<file path="config.mk">
export PLATFORM = sky130hd
export DESIGN_NAME = integer_to_radix_string
export DESIGN_NICKNAME = d
export VERILOG_FILES = /design/src/hdl/irs_pkg.sv /design/src/hdl/irs_div.sv /design/src/hdl/integer_to_radix_string.sv
export SDC_FILE = /design/constraint.sdc
export NUM_CORES = 1
export LEC_CHECK = 0
export BUFFER_PORTS_ARGS = -buffer_cell sky130_fd_sc_hd__clkbuf_2
export CAP_MARGIN = 20
export CELL_PAD_IN_SITES_DETAIL_PLACEMENT = 0
export CELL_PAD_IN_SITES_GLOBAL_PLACEMENT = 1
export CORE_MARGIN = 4
export CORE_UTILIZATION = 40
export CTS_BUF_LIST = sky130_fd_sc_hd__clkbuf_4
export DETAILED_ROUTE_END_ITERATION = 8
export PLACE_DENSITY = 0.78
export SLEW_MARGIN = 20
export SYNTH_ARGS = -nofsm -noshare
export SYNTH_HDL_FRONTEND = slang
export SYNTH_SLANG_ARGS = --single-unit
</file>
<file path="constraint.sdc">
create_clock -name i_clk -period 3.9 [get_ports i_clk]
set_input_delay 0.975 -clock i_clk [delete_from_list [all_inputs] [get_ports i_clk]]
set_output_delay 0.975 -clock i_clk [all_outputs]
set_load 0.03 [all_outputs]
</file>
<file path="src/hdl/irs_pkg.sv">
// ----------------------------------------------------------------------------
// irs_pkg
// Shared constants, types and helpers for the integer to radix string block.
// ----------------------------------------------------------------------------
package irs_pkg;

    localparam int VALUE_BITS_DEF = 32;

    localparam int RADIX_W = 6;
    localparam int CHAR_W  = 7;
    localparam int LEN_W   = 6;
    localparam int APB_DATA_W = 32;
    localparam int PADDR_W    = 3;

    localparam logic [PADDR_W-1:0] ADDR_RADIX = 3'd0;

    localparam logic [RADIX_W-1:0] RADIX_RESET = 6'd10;
    localparam logic [RADIX_W-1:0] RADIX_MIN   = 6'd2;
    localparam logic [RADIX_W-1:0] RADIX_MAX   = 6'd36;
    localparam logic [RADIX_W-1:0] DIGIT_DEC_MAX = 6'd9;

    localparam logic [CHAR_W-1:0] CH_ZERO  = 7'h30;
    localparam logic [CHAR_W-1:0] CH_A     = 7'h61;
    localparam logic [CHAR_W-1:0] CH_MINUS = 7'h2d;
    localparam logic [CHAR_W-1:0] CH_NUL   = 7'h00;
    localparam logic [CHAR_W-1:0] DIGIT_TEN = 7'd10;

    typedef struct packed {
        logic busy;
        logic done;
    } t_div_stat;

    function automatic logic [CHAR_W-1:0] digit_char(input logic [RADIX_W-1:0] d);
        logic [CHAR_W-1:0] dx;
        dx = {1'b0, d};
        if (d <= DIGIT_DEC_MAX) begin
            return CH_ZERO + dx;
        end else begin
            return CH_A + dx - DIGIT_TEN;
        end
    endfunction

endpackage

</file>
<file path="src/hdl/irs_div.sv">
// ----------------------------------------------------------------------------
// irs_div
// Restoring divider, one quotient bit per cycle, small divisor.
// ----------------------------------------------------------------------------
module irs_div #(
    parameter int VALUE_BITS = irs_pkg::VALUE_BITS_DEF
) (
    input  logic                        i_clk,
    input  logic                        i_rst_n,
    input  logic                        i_start,
    input  logic [VALUE_BITS-1:0]       i_dividend,
    input  logic [irs_pkg::RADIX_W-1:0] i_divisor,
    output irs_pkg::t_div_stat          o_stat,
    output logic [VALUE_BITS-1:0]       o_quotient,
    output logic [irs_pkg::RADIX_W-1:0] o_remainder
);

    localparam int CNT_W = $clog2(VALUE_BITS);
    localparam int RW    = irs_pkg::RADIX_W;

    logic [VALUE_BITS-1:0] r_quo;
    logic [RW-1:0]         r_rem;
    logic [CNT_W-1:0]      r_cnt;
    logic                  r_busy;
    logic                  r_done;

    logic [RW:0]   w_trial;
    logic [RW:0]   w_div;
    logic [RW:0]   w_diff;
    logic          w_ge;
    logic [RW-1:0] n_rem;

    assign w_trial = {r_rem, r_quo[VALUE_BITS-1]};
    assign w_div   = {1'b0, i_divisor};
    assign w_ge    = (w_trial >= w_div);
    assign w_diff  = w_trial - w_div;
    assign n_rem   = w_ge ? w_diff[RW-1:0] : w_trial[RW-1:0];

    always_ff @(posedge i_clk) begin
        if (!i_rst_n) begin
            r_busy <= 1'b0;
            r_done <= 1'b0;
            r_cnt  <= '0;
        end else begin
            r_done <= r_busy && (r_cnt == '0);
            if (i_start) begin
                r_busy <= 1'b1;
                r_cnt  <= CNT_W'(VALUE_BITS - 1);
            end else if (r_busy) begin
                r_cnt <= r_cnt - CNT_W'(1);
                if (r_cnt == '0) begin
                    r_busy <= 1'b0;
                end
            end
        end
    end

    always_ff @(posedge i_clk) begin
        if (i_start) begin
            r_quo <= i_dividend;
            r_rem <= '0;
        end else if (r_busy) begin
            r_quo <= {r_quo[VALUE_BITS-2:0], w_ge};
            r_rem <= n_rem;
        end
    end

    assign o_stat.busy = r_busy;
    assign o_stat.done = r_done;
    assign o_quotient  = r_quo;
    assign o_remainder = r_rem;

endmodule

</file>
<file path="src/hdl/integer_to_radix_string.sv">
// Sequence: each digit is produced by the shared bit-serial divider and kept
// in the digit store; then a minus sign, if any, and each digit character are emitted.
// Throughput: one value at a time; a new value is taken only after the last
// character of the previous one has been loaded for output. An invalid radix
// yields a single error transfer instead of digits.
// Reset: synchronous, active low; radix returns to 10, control state clears,
// the digit store is not cleared.
// ----------------------------------------------------------------------------
// integer_to_radix_string
// Converts a signed integer to ASCII text in a configurable base.
// ----------------------------------------------------------------------------
module integer_to_radix_string #(
    parameter int VALUE_BITS = irs_pkg::VALUE_BITS_DEF
) (
    input  logic                           i_clk,
    input  logic                           i_rst_n,
    input  logic                           psel,
    input  logic                           penable,
    input  logic                           pwrite,
    input  logic [irs_pkg::PADDR_W-1:0]    paddr,
    input  logic [irs_pkg::APB_DATA_W-1:0] pwdata,
    output logic [irs_pkg::APB_DATA_W-1:0] prdata,
    output logic                           pready,
    input  logic                           i_in_valid,
    output logic                           o_in_stall,
    input  logic signed [VALUE_BITS-1:0]   i_value,
    output logic                           o_out_valid,
    input  logic                           i_out_stall,
    output logic [irs_pkg::CHAR_W-1:0]     o_char_code,
    output logic                           o_last,
    output logic                           o_error,
    output logic [irs_pkg::LEN_W-1:0]      o_length
);

    localparam int RW = irs_pkg::RADIX_W;
    localparam int LW = irs_pkg::LEN_W;
    localparam int CHW = irs_pkg::CHAR_W;
    localparam int AW = $clog2(VALUE_BITS);
    localparam int CW = $clog2(VALUE_BITS + 1);
    localparam int TW = ((CW + 1) > LW) ? (CW + 1) : LW;
    localparam logic [CW-1:0] CNT_ONE = CW'(1);
    localparam logic [CW-1:0] CNT_LAST = CW'(VALUE_BITS - 1);
    localparam logic [VALUE_BITS-1:0] VAL_ONE = VALUE_BITS'(1);

    typedef enum logic [5:0] {
        S_IDLE  = 6'b000001,
        S_DIV   = 6'b000010,
        S_SIGN  = 6'b000100,
        S_FETCH = 6'b001000,
        S_EMIT  = 6'b010000,
        S_ERR   = 6'b100000
    } t_state;

    t_state r_state, n_state;
    logic [RW-1:0] r_radix;
    logic [CW-1:0] r_count, n_count;
    logic          r_neg, n_neg;
    logic [LW-1:0] r_len, n_len;
    logic [RW-1:0] r_rd_data;
    logic [RW-1:0] r_digit_mem [VALUE_BITS];

    logic           r_out_valid;
    logic [CHW-1:0] r_char;
    logic           r_last;
    logic           r_err;
    logic [LW-1:0]  r_olen;

    logic           w_out_load;
    logic [CHW-1:0] w_char;
    logic           w_last;
    logic           w_err;
    logic [LW-1:0]  w_olen;

    logic                  w_accept;
    logic                  w_radix_ok;
    logic                  w_neg;
    logic [VALUE_BITS-1:0] w_uval;
    logic [VALUE_BITS-1:0] w_mag;
    logic                  w_more;
    logic                  w_out_free;
    logic                  w_fin;
    logic [CW-1:0]         w_cnt_inc;
    logic [CW-1:0]         w_cnt_dec;
    logic [TW-1:0]         w_total;
    logic [AW-1:0]         w_rd_addr;
    logic [AW-1:0]         w_wr_addr;
    logic                  w_mem_we;

    logic                  w_div_start;
    logic [VALUE_BITS-1:0] w_div_dividend;
    irs_pkg::t_div_stat    w_div_stat;
    logic [VALUE_BITS-1:0] w_div_quo;
    logic [RW-1:0]         w_div_rem;

    // configuration
    assign pready = 1'b1;
    assign prdata = (paddr == irs_pkg::ADDR_RADIX) ?
                    {{(irs_pkg::APB_DATA_W - RW){1'b0}}, r_radix} : '0;

    always_ff @(posedge i_clk) begin
        if (!i_rst_n) begin
            r_radix <= irs_pkg::RADIX_RESET;
        end else if (psel && penable && pwrite && pready &&
                     (paddr == irs_pkg::ADDR_RADIX)) begin
            r_radix <= pwdata[RW-1:0];
        end
    end

    assign w_radix_ok = (r_radix >= irs_pkg::RADIX_MIN) && (r_radix <= irs_pkg::RADIX_MAX);
    assign w_accept   = i_in_valid && (r_state == S_IDLE);
    assign o_in_stall = (r_state != S_IDLE);

    assign w_uval = $unsigned(i_value);
    assign w_neg  = w_uval[VALUE_BITS-1];
    assign w_mag  = w_neg ? ((w_uval ^ {VALUE_BITS{1'b1}}) + VAL_ONE) : w_uval;

    assign w_cnt_inc  = r_count + CNT_ONE;
    assign w_cnt_dec  = r_count - CNT_ONE;
    assign w_total    = TW'(w_cnt_inc) + TW'(r_neg);
    assign w_more     = (w_div_quo != '0) && (r_count < CNT_LAST);
    assign w_out_free = !r_out_valid || !i_out_stall;
    assign w_fin      = (r_count == CNT_ONE);

    assign w_div_start    = (w_accept && w_radix_ok) ||
                            ((r_state == S_DIV) && w_div_stat.done && w_more);
    assign w_div_dividend = (r_state == S_IDLE) ? w_mag : w_div_quo;
    assign w_mem_we       = (r_state == S_DIV) && w_div_stat.done;
    assign w_wr_addr      = r_count[AW-1:0];
    assign w_rd_addr      = w_cnt_dec[AW-1:0];

    irs_div #(
        .VALUE_BITS (VALUE_BITS)
    ) u_div (
        .i_clk       (i_clk),
        .i_rst_n     (i_rst_n),
        .i_start     (w_div_start),
        .i_dividend  (w_div_dividend),
        .i_divisor   (r_radix),
        .o_stat      (w_div_stat),
        .o_quotient  (w_div_quo),
        .o_remainder (w_div_rem)
    );

    // digit store
    always_ff @(posedge i_clk) begin
        if (w_mem_we) begin
            r_digit_mem[w_wr_addr] <= w_div_rem;
        end
        r_rd_data <= r_digit_mem[w_rd_addr];
    end

    always_comb begin
        n_state    = r_state;
        n_count    = r_count;
        n_neg      = r_neg;
        n_len      = r_len;
        w_out_load = 1'b0;
        w_char     = irs_pkg::CH_NUL;
        w_last     = 1'b0;
        w_err      = 1'b0;
        w_olen     = '0;
        unique case (r_state)
            S_IDLE: begin
                if (w_accept) begin
                    n_count = '0;
                    if (w_radix_ok) begin
                        n_neg   = w_neg;
                        n_state = S_DIV;
                    end else begin
                        n_state = S_ERR;
                    end
                end
            end
            S_DIV: begin
                if (w_div_stat.done) begin
                    n_count = w_cnt_inc;
                    n_len   = w_total[LW-1:0];
                    if (!w_more) begin
                        n_state = r_neg ? S_SIGN : S_FETCH;
                    end
                end
            end
            S_SIGN: begin
                if (w_out_free) begin
                    w_out_load = 1'b1;
                    w_char     = irs_pkg::CH_MINUS;
                    n_state    = S_FETCH;
                end
            end
            S_FETCH: begin
                n_state = S_EMIT;
            end
            S_EMIT: begin
                if (w_out_free) begin
                    w_out_load = 1'b1;
                    w_char     = irs_pkg::digit_char(r_rd_data);
                    w_last     = w_fin;
                    w_olen     = w_fin ? r_len : '0;
                    n_count    = w_cnt_dec;
                    n_state    = w_fin ? S_IDLE : S_FETCH;
                end
            end
            S_ERR: begin
                if (w_out_free) begin
                    w_out_load = 1'b1;
                    w_last     = 1'b1;
                    w_err      = 1'b1;
                    n_state    = S_IDLE;
                end
            end
            default: begin
                n_state = S_IDLE;
            end
        endcase
    end

    always_ff @(posedge i_clk) begin
        if (!i_rst_n) begin
            r_state     <= S_IDLE;
            r_count     <= '0;
            r_neg       <= 1'b0;
            r_len       <= '0;
            r_out_valid <= 1'b0;
        end else begin
            r_state <= n_state;
            r_count <= n_count;
            r_neg   <= n_neg;
            r_len   <= n_len;
            if (w_out_load) begin
                r_out_valid <= 1'b1;
            end else if (!i_out_stall) begin
                r_out_valid <= 1'b0;
            end
        end
    end

    // output transfer register
    always_ff @(posedge i_clk) begin
        if (w_out_load) begin
            r_char <= w_char;
            r_last <= w_last;
            r_err  <= w_err;
            r_olen <= w_olen;
        end
    end

    assign o_out_valid = r_out_valid;
    assign o_char_code = r_char;
    assign o_last      = r_last;
    assign o_error     = r_err;
    assign o_length    = r_olen;

`ifndef NO_ASSERTIONS
    a_div_start_idle: assert property (@(posedge i_clk) disable iff (!i_rst_n)
        w_div_start |-> !w_div_stat.busy)
        else $error("divider restarted while busy");

    a_count_range: assert property (@(posedge i_clk) disable iff (!i_rst_n)
        r_count <= CW'(VALUE_BITS))
        else $error("digit count out of range");

    a_last_empties: assert property (@(posedge i_clk) disable iff (!i_rst_n)
        (w_out_load && w_last && !w_err) |=> (r_count == '0) && (r_state == S_IDLE))
        else $error("digits left after last character");

    a_error_form: assert property (@(posedge i_clk) disable iff (!i_rst_n)
        (o_out_valid && o_error) |-> (o_last && (o_char_code == irs_pkg::CH_NUL) &&
                                      (o_length == '0)))
        else $error("malformed error transfer");
`endif

endmodule

</file>
==> run metrics, run 1 <==
DRT Wirelength=27.4 mm; kind of end point of the critical path=register; number of synthesized flops with an enable pin=239; fin crit period=3.06 ns; FP Rows=66; crit path DAT=3.45 ns; non-filler cells, final=1508; post-DR vias/cell=5.28; pwr/cell area=614 nW/um2; Die W=190 um; antenna-violating nets left=0; first-pass GRT wire length=43.8 mm; Inst Count DP=1380; share of cells above drive strength 1=28.7%; HPWL after detailed placement=18.3 mm; highest-delay cell along the critical path=nand2_2; die footprint=36100 um2; nets@finish=1112; clk root buf=clkbuf_4; top post-synthesis cells by count=239 x edfxtp_1, 60 x mux4_2, 52 x nor2_1, 45 x dfxtp_1, 42 x nand2_1; setup TNS=0 ns; largest net degree at the start of global routing=37; FILL cells=2883; Final Hold Fails=0; WP data required=4.29 ns; synthesized cell area=13300 um2; initial DRC count=550; Worst path max stage delay=0.65 ns; Avg Cell Area, Syn=14.9 um2; IO Pins=124; top flip-flop cell by instance count after synthesis=edfxtp_1; H-tree depth=3; dominant cell type by area after synthesis=edfxtp_1; Max Cap Viol=0; # DRC=0; Final Core Density=45.9%; vias=7955; Worst-path clk slew=0.07 ns; Crit path max-delay family=simple AND/OR/NAND/NOR gates; maximum vdd ir drop=286 uV; CTS tree=yes; Pleak=5.12 nW; Multi-input gate area=4780 um2; Worst-Skew Late Latency=0.68 ns; Post-CTS Repair Setup Buffers=0; normalized max-slew margin=42.4%; clk_skew=0.0463 ns; # port buffers=70; synth warn=0; status=finished clean; period utilization=78.4%; ys async rst share=0%; CTS Buffer Depth=3; Mapped Cells=890; peak fanout along the critical path=33; CTS Buf Count=75; initial antenna violation count=2; worst slew pin tran=0.863 ns; Netlist cell types=78; Tot GR Track Use=15.2%; Clock Sinks=284; #FFs+latches synth=284; post-cts hold buffer count=0; setup violators final=0; CTS resizes=0; post-synthesis sequential area ratio=60.9%; Final Max Tran Viols=0; Worst Path Buf+Inv=0; vias in the first global route=8109; Sequential Area=8080 um2; Starting Density=40.6%; First-pass DRT Iterations=6; Overflow after GRT=0; Synth area leaders=edfxtp_1 54%, mux4_2 10%, dfxtp_1 6.8%; Routed WL per cell=18.2 um; Max Clk Rate=327 MHz; gpl congestion=0.777; Tot Pwr=9.18 mW; most common cell in the netlist=edfxtp_1; unrepaired setup endpoints after global routing=false; area grow syn2layout=12.8%; startpoint types=register; post-synth top area share=54.1%; min-delay worst type=reg -> reg; Setup Crit Path Kind=reg -> reg; total core area=32600 um2; DIE HEIGHT=190 um; CP Cell Sequence=nor2b_1 -> and3_1 -> o211ai_2 -> nand2_2 -> mux2_2
[logic make-up (layout without fill, tap and decap cells)]
group | count (synthesis) | in the layout | share of synthesized area (%)
buf+inv | 90 | 238 | 3.84
compound gates | 121 | 121 | 6.58
mux | 108 | 108 | 14.2
simple gates | 213 | 213 | 8.92
xor+xnor | 49 | 49 | 3.24
other cells | 2 | 30 | 0.0567
flops | 284 | 284 | 60.9
fa+ha+maj | 23 | 23 | 2.23
[final cells by class]
class / count / share of cell area [%]
clock inverter: 18 / 0.970
multi-input combinational: 541 / 31.9
timing repair buffer: 87 / 3.28
tap: 442 / 3.70
antenna: 3 / 0.0502
sequential: 284 / 54.0
clock buffer: 107 / 5.37
inverter: 26 / 0.652
[layout by cell type (no fill, tap or decap), types with 10 or more instances in the layout]
cell	instances
edfxtp_1	239
mux2i_1	10
nor2_1	52
nand3_1	15
mux2_2	15
clkbuf_2	70
and2_1	13
o21ai_0	21
a21oi_1	21
o31ai_1	13
nand2_1	42
clkinv_1	10
buf_4	16
mux2_1	22
o211ai_1	10
xnor2_1	40
mux4_2	60
inv_1	25
nor3_1	13
conb_1	27
ha_1	21
clkbuf_4	107
dfxtp_1	42
nor4_1	15
[per-stage QoR]
stage | setup WS, ns | hold WS [ns] | cell area, um2
4_1_cts | 0.811 | 0.451 | 14900
2_1_floorplan | 0.638 | 0.427 | 13400
5_1_grt | 0.586 | 0.467 | 15000
3_3_place_gp | 0.724 | 0.440 | 14000
3_5_place_dp | 0.706 | 0.442 | 14000
6_report | 0.842 | 0.446 | 15000
[state kept, by name, summed over array words and instances (netlist names)]
signal,cells
u_div.r_busy,1
u_div.r_done,1
r_radix,6
r_rd_data,6
u_div.o_remainder,6
r_neg,1
r_digit_mem,192
o_length,6
r_state,6
o_out_valid,1
u_div.r_cnt,5
o_error,1
r_count,6
r_len,6
o_char_code,7
o_last,1
u_div.o_quotient,32
[per-layer routing]
metal | GRT usage, % | vias to the layer above | routed length, um
li1 | - | 3719 | -
met1 | 20.9 | 3900 | 12200
met2 | 24.1 | 286 | 12900
met3 | 3.69 | 50 | 1840
met4 | 5.04 | 0 | 525
met5 | 0 | - | 0
[worst register-to-register path: cells and delay by family, from the launching register on]
family | cells | cell delay [ns]
flip-flops | 1 | 0.46
AO/OA/AOI/OAI | 1 | 0.29
multiplexers | 1 | 0.43
AND/OR/NAND/NOR | 3 | 1.59
[final timing paths]
check | start | endpoint | slack [ns] | depth (start not counted)
setup / recovery | r_state[1]$_SDFFE_PN0P_ | u_div.o_quotient[25]$_DFFE_PP_ | 0.84 | 5
hold / removal | r_len[2]$_SDFFE_PN0P_ | r_len[2]$_SDFFE_PN0P_ | 0.45 | 2
setup reg to reg | r_state[1]$_SDFFE_PN0P_ | u_div.o_quotient[25]$_DFFE_PP_ | 0.84 | 5
hold reg to reg | r_len[2]$_SDFFE_PN0P_ | r_len[2]$_SDFFE_PN0P_ | 0.45 | 2
[where the power goes]
| part | total (mW) | leakage (nW) | internal [mW] | switching, mW |
|---|---|---|---|---|
| Clock | 2.57 | 0.557 | 1.39 | 1.18 |
| Combinational | 2.38 | 2.00 | 1.06 | 1.33 |
| Sequential | 4.23 | 2.56 | 3.92 | 0.310 |
| Total | 9.18 | 5.12 | 6.37 | 2.81 |
(Power assumes the default switching activity.)
==> run 2: changes to the inputs <==
--- a/config.mk
+++ b/config.mk
@@ -5,6 +5,7 @@
 export SDC_FILE = /design/constraint.sdc
 export NUM_CORES = 1
 export LEC_CHECK = 0
+export ABC_AREA = 1
 export BUFFER_PORTS_ARGS = -buffer_cell sky130_fd_sc_hd__clkbuf_2
 export CAP_MARGIN = 20
 export CELL_PAD_IN_SITES_DETAIL_PLACEMENT = 0
@@ -13,7 +14,7 @@
 export CORE_UTILIZATION = 40
 export CTS_BUF_LIST = sky130_fd_sc_hd__clkbuf_4
 export DETAILED_ROUTE_END_ITERATION = 8
-export PLACE_DENSITY = 0.78
+export PLACE_DENSITY = 0.82
 export SLEW_MARGIN = 20
 export SYNTH_ARGS = -nofsm -noshare
 export SYNTH_HDL_FRONTEND = slang
==> constraint.sdc (replaced) <==
create_clock -name i_clk -period 2.7 [get_ports i_clk]
set_input_delay 0.675 -clock i_clk [delete_from_list [all_inputs] [get_ports i_clk]]
set_output_delay 0.675 -clock i_clk [all_outputs]
set_load 0.03 [all_outputs]
==> run 2 against run 1 <==
  * Clock power rose by 42%
  * Setup slack got worse by 0.47 ns
  * Critical path depth did not move
  * Synthesized area rose by 3.9%
  * Sequential share of layout area fell by 1.8 points
  * Design area rose by 3.3%
  * Combinational power rose by 120%
  * Worst hold slack got worse by 0.22 ns
  * Total power rose by 61%
  * Via count rose by 29%
  * Sequential power rose by 39%
  * Global-route usage rose by 1.4 points
  * Critical endpoint is now r_digit_mem[15][1]$_DFFE_PP_
  * Largest cell class unchanged
==> run metrics, run 2 <==
Clock Sinks=284; Hold Startpoint=pwdata[3]; FP Rows=67; cells on worst reg2reg path=5; peak fanout along the critical path=7; Inst Count DP=1932; clk root buf=clkbuf_4; setup TNS=0 ns; Setup Crit Path Kind=reg -> reg; gpl congestion=0.833; initial antenna violation count=1; vias in the first global route=10100; Max Cap Viol=0; share of cells above drive strength 1=15.6%; IO Pins=124; mux cell area share after synthesis=0%; Worst Path Buf+Inv=0; main combinational cell family by area after synthesis=simple AND/OR/NAND/NOR gates; area grow syn2layout=12.3%; Final Hold Fails=0; highest-delay cell along the critical path=nor2_1; dominant cell type by area after synthesis=edfxtp_1; worst r2r dst=r_digit_mem[15][1]$_DFFE_PP_; Worst-path clk slew=0.06 ns; Min Hold Slack=0.222 ns; pwr/cell area=954 nW/um2; CP Cell Sequence=nor2_4 -> nand3_4 -> nor2_2 -> nand2_1 -> nor2_1; post-synthesis adder-cell area fraction=2.14%; Crit path max-delay family=simple AND/OR/NAND/NOR gates; nets@finish=1657; ys async rst share=0%; clk_skew=0.0541 ns; post-synthesis sequential area ratio=58.7%; Hold Path Depth=3; crit path DAT=2.67 ns; startpoint types=register; Final Max Tran Viols=0; Netlist cell types=47; worst slew pin tran=1.00 ns; period utilization=86.3%; H-tree depth=3; Biggest register=r_digit_mem; WHS Endpoint=r_radix[3]$_SDFFE_PN1P_; first-pass GRT wire length=51.3 mm; initial DRC count=637; maximum vdd ir drop=429 uV; most common cell in the netlist=nor2_1; #FFs+latches synth=284; most frequent cells in the layout=278 x nor2_1, 239 x edfxtp_1, 215 x nand2_1; Worst path max stage delay=0.60 ns; WP data required=3.04 ns; kind of end point of the critical path=register; Synth area leaders=edfxtp_1 52%, nor2_1 7.6%, dfxtp_1 6.5%; Die W=194 um; synthesized cell area=13800 um2; CTS Buffer Depth=3; # DRC=0; Routed WL per cell=15.3 um; non-filler cells, final=2063; Worst R2R Setup Slack=0.37 ns; post-synthesis compound-gate area fraction=10.2%; top flip-flop cell by instance count after synthesis=edfxtp_1; Overflow after GRT=0; CTS Buf Count=74; unrepaired setup endpoints after global routing=false; post-DR vias/cell=4.96; die footprint=37500 um2; Post-CTS Repair Setup Buffers=0; vias=10200; total core area=33800 um2; max reg flops=192; CTS tree=yes; Worst-Skew Late Latency=0.73 ns; DIE HEIGHT=194 um; CTS resizes=0; Starting Density=40.8%; post-cts hold buffer count=0; post-synth top area share=52.1%; min-delay worst type=in -> reg; HPWL after detailed placement=21.0 mm; Tot Pwr=14.7 mW; status=finished clean; setup violators final=0; XOR/XNOR Fraction of Synth Area=2.04%; simple-gate area share of the yosys netlist=20.2%; DRT Wirelength=31.6 mm; fin crit period=2.33 ns; Final Core Density=45.8%; largest net degree at the start of global routing=80; First-pass DRT Iterations=5; commonest non-fill, non-tap cell in the layout=nor2_1; Mapped Cells=1442; Pleak=6.02 nW; number of synthesized flops with an enable pin=239; top post-synthesis cells by count=278 x nor2_1, 239 x edfxtp_1, 215 x nand2_1, 135 x o21ai_0, 106 x nand3_1; normalized max-slew margin=32.8%; Tot GR Track Use=16.6%; # port buffers=70; Reg-to-Reg Start=r_state[5]$_SDFFE_PN0P_; Avg Cell Area, Syn=9.55 um2; synth warn=0; Max Clk Rate=429 MHz; antenna-violating nets left=0
## run 2: stage by stage
stage	setup WS [ns]	cell area (um2)
floorplan	0.348	13900
global placement	0.355	14500
detailed placement	0.323	14500
CTS	0.374	15500
global route	0.215	15500
finish	0.371	15500
## run 2: worst max path at each step
stage / depth (start not counted) / slack (ns) / from / to
2_1_floorplan: 8 / 0.35 / r_state[5]$_SDFFE_PN0P_ / u_div.o_quotient[0]$_DFFE_PP_
3_3_place_gp: 12 / 0.35 / i_value[0] / u_div.o_quotient[22]$_DFFE_PP_
3_5_place_dp: 10 / 0.32 / i_value[0] / u_div.o_quotient[30]$_DFFE_PP_
4_1_cts: 3 / 0.37 / r_state[5]$_SDFFE_PN0P_ / o_in_stall
5_1_grt: 5 / 0.22 / r_state[5]$_SDFFE_PN0P_ / r_digit_mem[15][1]$_DFFE_PP_
6_report: 5 / 0.37 / r_state[5]$_SDFFE_PN0P_ / r_digit_mem[15][1]$_DFFE_PP_
## run 2: area by class of cell
cell class | instances | area [um2]
clock inverters | 27 | 165
diodes | 3 | 7.51
flip-flops and latches | 284 | 8080
fillers | 3248 | 18300
well taps | 448 | 561
multi-input cells | 984 | 4860
inverters | 116 | 438
clock buffers | 101 | 758
repair buffers | 100 | 588
## run 2: logic make-up (layout without fill, tap and decap cells)
kind of cell / Yosys count / in the layout
xor gates and xnor gates: 29 / 29
DFF: 284 / 284
other: 2 / 30
adders and majority gates: 23 / 23
buffers and inverters: 199 / 344
and+or+nand+nor: 653 / 653
AOI/OAI and AO/OA: 252 / 252
## run 2: power by group
part | switching (mW) | internal [mW] | leakage, nW | total [mW]
logic | 3.56 | 1.64 | 2.91 | 5.20
registers | 0.318 | 5.58 | 2.57 | 5.90
clock network | 1.72 | 1.93 | 0.539 | 3.65
## run 2: worst reg2reg max path: stages (launching register included)
cell,delay [ns]
dfxtp_1,0.35
nor2_4,0.21
nand3_4,0.14
nor2_2,0.31
nand2_1,0.38
nor2_1,0.61
## run 2: metal layers
layer  up-vias  part of all wire, %  global-route usage, %
li1       5160                    -                      -
met1      4758                   44                   21.4
met2       261                   49                   28.1
met3        47                  5.4                   3.37
met4         0                  1.9                   5.77
met5         -                    0                      0
